==> config.mk <==
export PLATFORM = sky130hd
export DESIGN_NAME = glzme_ctrl
export DESIGN_NICKNAME = d
export VERILOG_FILES = /design/src/glzme_pkg.sv /design/src/glzme_ctrl.sv
export SDC_FILE = /design/constraint.sdc
export NUM_CORES = 1
export LEC_CHECK = 0
export BUFFER_PORTS_ARGS = -buffer_cell sky130_fd_sc_hd__buf_2
export CAP_MARGIN = 25
export CORE_AREA = 4 4 41 43
export DETAILED_ROUTE_END_ITERATION = 10
export DIE_AREA = 0 0 45 47
export PLACE_DENSITY_LB_ADDON = 0.25
export SYNTH_ARGS = -nofsm -noshare
export SYNTH_HDL_FRONTEND = slang
export SYNTH_SLANG_ARGS = --single-unit
==> constraint.sdc <==
create_clock -name aclk -period 1.2 [get_ports aclk]
set_input_delay 0.06 -clock aclk [delete_from_list [all_inputs] [get_ports aclk]]
set_output_delay 0.06 -clock aclk [all_outputs]
set_load 0.05 [all_outputs]
==> src/glzme_pkg.sv <==
// ---------------------------------------------------------------------------
// glzme_pkg
// shared types and constants of the greedy lz match encoder
// ---------------------------------------------------------------------------
`timescale 1ns / 1ps

package glzme_pkg;

    localparam int MaxLen = 1024;
    localparam int AddrW  = $clog2(MaxLen);
    localparam int PosW   = AddrW + 1;
    localparam int OutPosW = 10;

    typedef enum logic [2:0] {
        ST_IDLE,
        ST_SCAN,
        ST_SCAN_WAIT,
        ST_EXT_WAIT,
        ST_EMIT,
        ST_CLEAR
    } glz_state_t;

    // controller to datapath
    typedef struct packed {
        logic       take;        // latch input beat
        logic       scan_start;  // begin search at address zero
        logic       scan_step;   // advance search address
        logic       ext_read;    // read byte after run end
        logic       do_ext_hit;  // store byte and extend run
        logic       do_literal;  // store byte, emit literal
        logic       do_open;     // store byte, open run at found address
        logic       do_close;    // queue closing token of the open run
        logic       do_ovf;      // queue overflow literal
        logic       do_eos;      // return stream state to reset
        logic       out_pop;     // one queued token accepted downstream
    } glz_cmd_t;

    // datapath to controller
    typedef struct packed {
        logic       at_cap;      // position at capacity
        logic       match_open;
        logic       ext_ok;      // next address lies in history
        logic       ext_hit;     // registered read matches byte
        logic       scan_hit;    // registered scan read matches byte
        logic       scan_end;    // scan address reached position
        logic       budget_last; // extension would use up budget
        logic       open_zero;   // opening at position one
        logic       eos;
        logic       q_empty;
    } glz_stat_t;

    typedef struct packed {
        logic               last_token;
        logic               overflow;
        logic [OutPosW-1:0] match_final;
        logic [OutPosW-1:0] match_first;
        logic [7:0]         literal_value;
        logic               token_kind;
    } glz_tok_t;

    localparam logic KIND_LITERAL = 1'b0;
    localparam logic KIND_MATCH   = 1'b1;

endpackage

==> src/glzme_ctrl.sv <==
// ---------------------------------------------------------------------------
// glzme_ctrl
// sequencer: extension check, serial history search, token drain
// ---------------------------------------------------------------------------
`timescale 1ns / 1ps

module glzme_ctrl (
    input  logic                 aclk,
    input  logic                 aresetn,
    input  logic                 in_valid,
    output logic                 in_ready,
    output logic                 out_valid,
    input  logic                 out_ready,
    input  glzme_pkg::glz_stat_t stat,
    output glzme_pkg::glz_cmd_t  cmd
);
    import glzme_pkg::*;

    glz_state_t state_reg, state_next;

    always_comb begin
        state_next = state_reg;
        unique case (state_reg)
            ST_IDLE: begin
                if (in_valid) begin
                    state_next = ST_CLEAR;
                end
            end
            ST_CLEAR: begin
                priority if (stat.at_cap) begin
                    state_next = ST_EMIT;
                end else if (stat.match_open && stat.ext_ok) begin
                    state_next = ST_EXT_WAIT;
                end else begin
                    state_next = ST_SCAN_WAIT;
                end
            end
            ST_EXT_WAIT: begin
                if (stat.ext_hit) begin
                    state_next = ST_EMIT;
                end else begin
                    state_next = ST_SCAN_WAIT;
                end
            end
            ST_SCAN_WAIT: state_next = ST_SCAN;
            ST_SCAN: begin
                if (stat.scan_end || stat.scan_hit) begin
                    state_next = ST_EMIT;
                end
            end
            ST_EMIT: begin
                if (stat.q_empty) begin
                    state_next = ST_IDLE;
                end
            end
            default: state_next = ST_IDLE;
        endcase
    end

    always_comb begin
        cmd = '0;
        in_ready = 1'b0;
        out_valid = 1'b0;
        unique case (state_reg)
            ST_IDLE: begin
                in_ready = 1'b1;
                cmd.take = in_valid;
            end
            ST_CLEAR: begin
                cmd.scan_start = 1'b1;
                cmd.ext_read   = stat.match_open && stat.ext_ok && !stat.at_cap;
                if (stat.at_cap) begin
                    cmd.do_ovf   = 1'b1;
                    cmd.do_close = stat.match_open;
                    cmd.do_eos   = stat.eos;
                end else if (stat.match_open && !stat.ext_ok) begin
                    cmd.do_close = 1'b1;
                end
            end
            ST_EXT_WAIT: begin
                if (stat.ext_hit) begin
                    cmd.do_ext_hit = 1'b1;
                    cmd.do_close   = stat.budget_last || stat.eos;
                    cmd.do_eos     = stat.eos;
                end else begin
                    cmd.do_close = 1'b1;
                end
            end
            // address zero is read here, compared in the first scan cycle
            ST_SCAN_WAIT: ;
            ST_SCAN: begin
                if (stat.scan_end) begin
                    cmd.do_literal = 1'b1;
                    cmd.do_eos     = stat.eos;
                end else if (stat.scan_hit) begin
                    cmd.do_open  = 1'b1;
                    cmd.do_close = stat.open_zero || stat.eos;
                    cmd.do_eos   = stat.eos;
                end else begin
                    cmd.scan_step = 1'b1;
                end
            end
            ST_EMIT: begin
                out_valid   = !stat.q_empty;
                cmd.out_pop = out_ready && !stat.q_empty;
            end
            default: ;
        endcase
    end

    always_ff @(posedge aclk) begin
        if (!aresetn) begin
            state_reg <= ST_IDLE;
        end else begin
            state_reg <= state_next;
        end
    end
endmodule

==> flow_summary.toml <==
[worst_setup_path]
cp.arrival_ns = 1.58
r2r_cells = 6
cpPeakStageDelay_ns = 0.31
crit_path_end_kind = "output port"
worstReg2RegEnd = "state_reg[2]$_SDFFE_PN0P_"
regToRegStartpoint = "state_reg[0]$_SDFFE_PN0P_"
crit_chain = "buf_4, buf_8, and2b_1, nand2_1, o221ai_4, buf_6"
critical_path.slowest_cell = "dfxtp_2"
worstPathMaxFanout = 9
startpoint_type = "register"
worstPathRequired_ns = 1.14
crit_type = "register to output port"
rrSetupSlack_ns = -0.24

[finish]
drive_above_1_share = 0.776
fin_nets = 122
largest_reg_flops = 3
areaGrowthSynthToFinish_pct = 173
final_area_um2 = 1090
final_cells = 122
antennaDiodeCount = 0

[cts]
clockBufferDepth = 2
cts_buffers = 3
clkTransAtPathRegs_ns = 0.03
clock_latency_ns = 0.23
root_buffer = "clkbuf_4"
tritoncts = "done"
htree_levels = 1
cts_hold_buf = 0
cts_sinks = 3

[sta]
setup_slack_ns = -0.442
timing.final.max_slew_violations = 0
fin_worst_skew_ns = 0.00591
max_freq_ghz = 0.609
finalSetupViolations = 16
finalCriticalPeriod_ns = 1.64
tightest_slew_ns = 0.431
rsz0062_at_grt = "true"
slew-limit-headroom = 0.712
period_share = 1.37
hold_viol = 0

[drt]
drt_iter0_drc = 12
drtAntennaViolNets = 0
drc = 0
wl_um = 2410
num_vias = 651
via_per_inst = 5.34
avgRoutedWirePerCell_um = 19.7
drtPass1Iterations = 4

[floorplanning]
io_pins = 27
die_width_um = 45
die_area_um2 = 2120
core_um2 = 1300
start_util = 0.308
std_cell_rows = 13
die_y_um = 47

[logic_synthesis]
netlist_instances = 52
synth.cell_area_um2 = 400
yosysTopAreaCellShare = 0.150
synthArstFlopShare = 0
yosysSeqAreaShare = 0.150
syn-num-nets = 66
syn_avg_cell_area_um2 = 7.70
ys_types = 30
yosysWarnings = 0
synth_ff_type = "dfxtp_1"
yosys_register_bits = 3
ys_top_cells_by_count = "nor2b_1 (4), nor3_1 (4)"
synth_area_leader_cell = "dfxtp_1"
synthTopCellsByArea = "dfxtp_1 (15%), nor2b_1 (6.3%), and2b_1 (5.6%)"
synth-edff-count = 0

[power]
leakage_nw = 0.480
finalPower_w = 0.00103
vdd_drop_max_mv = 0.827
power.density_nw_per_um2 = 945

[place]
hpwl_um = 980
dpl_worst_slack_ns = -0.256
gp_congestion = 0.738
placedCellCount = 98
place_area_um2 = 667
port_buffers = 26

[job]
drv_cap = 0

[run_status]
violations = "setup timing"
outcome = "finished with violations"

[global_routing]
grt_pass1_vias = 615
antenna_found_initial = 0
grt_max_degree = 15
grt-ovfl-total = 0
grt_pass1_wl_um = 2680
track_usage = 0.170

[hold_path]
holdPathEnd = "state_reg[0]$_SDFFE_PN0P_"
min_path_cells = 2
hold_start = "aresetn"
min_path_type = "primary input to register"
worst max-delay path, delay by kind of cell (launching register included):
| family | cells | cell delay [ns] |
|---|---|---|
| compound gates | 1 | 0.22 |
| buf+inv | 3 | 0.44 |
| flops | 1 | 0.31 |
| simple gates | 2 | 0.38 |
worst max path at each step:
stage / endpoint / slack, ns / cells after the start / start
after floorplan: cmd[0] / -0.34 / 3 / state_reg[1]$_SDFFE_PN0P_
after global placement: cmd[3] / -0.24 / 4 / state_reg[2]$_SDFFE_PN0P_
after detailed placement: cmd[3] / -0.26 / 4 / state_reg[2]$_SDFFE_PN0P_
after CTS: cmd[3] / -0.38 / 4 / state_reg[2]$_SDFFE_PN0P_
after global routing: cmd[3] / -0.51 / 6 / state_reg[2]$_SDFFE_PN0P_
final: cmd[3] / -0.44 / 6 / state_reg[2]$_SDFFE_PN0P_
final cells by class:
class                           count  area, µm²
Timing Repair Buffer               55        519
Inverter                            3       15.0
Tap cell                           15       18.8
Sequential cell                     3       66.3
Clock buffer                        4       26.3
Multi-Input combinational cell     42        447
Fill cell                          64        209
cells by family after synthesis:
logic type             count (synthesis)  synth area share
AND/OR/NAND/NOR                       31             0.534
AO/OA/AOI/OAI                         11             0.225
buffers and inverters                  7            0.0906
flip-flops                             3             0.150
power breakdown:
group	switching [W]	internal (W)
registers	0.0000112	0.000115
clock network	0.0000496	0.000124
logic	0.000357	0.000376
total	0.000418	0.000615
cell usage in the layout, fill, tap and decap left out, drive strengths merged, types with 2 or more instances in the layout:
cell type	instances
and3	3
dfxtp	3
nand2b	3
inv	2
and2b	3
and2	3
buf	55
clkbuf	4
nor3b	2
nor2	2
o31ai	2
nor3	4
nor2b	4
metrics by stage:
step | utilization | hold WS [ns] | TNS (ns)
5_1_grt | 0.839 | 0.0799 | -4.12
4_1_cts | 0.722 | 0.0678 | -2.55
6_report | 0.839 | 0.0797 | -3.28
2_1_floorplan | - | 0.172 | -1.63
3_5_place_dp | 0.513 | 0.302 | -0.862
3_3_place_gp | 0.513 | 0.300 | -0.807
metal layers:
metal / global-route usage / vias to the layer above / wire [µm]
met2: 0.316 / 31 / 1260
met4: 0.0585 / 0 / 36
met3: 0.0383 / 4 / 107
met1: 0.188 / 312 / 1000
li1: - / 304 / -
met5: 0 / - / 0
repair_timing:
item,in CTS,in global routing
setup endpoints to repair,15,16
pin swaps,9,15
hold endpoints to repair,0,0
gates cloned,1,0
resized for setup,53,22
buffers inserted,8,14
Note: power is estimated with default switching activity, not from simulation.
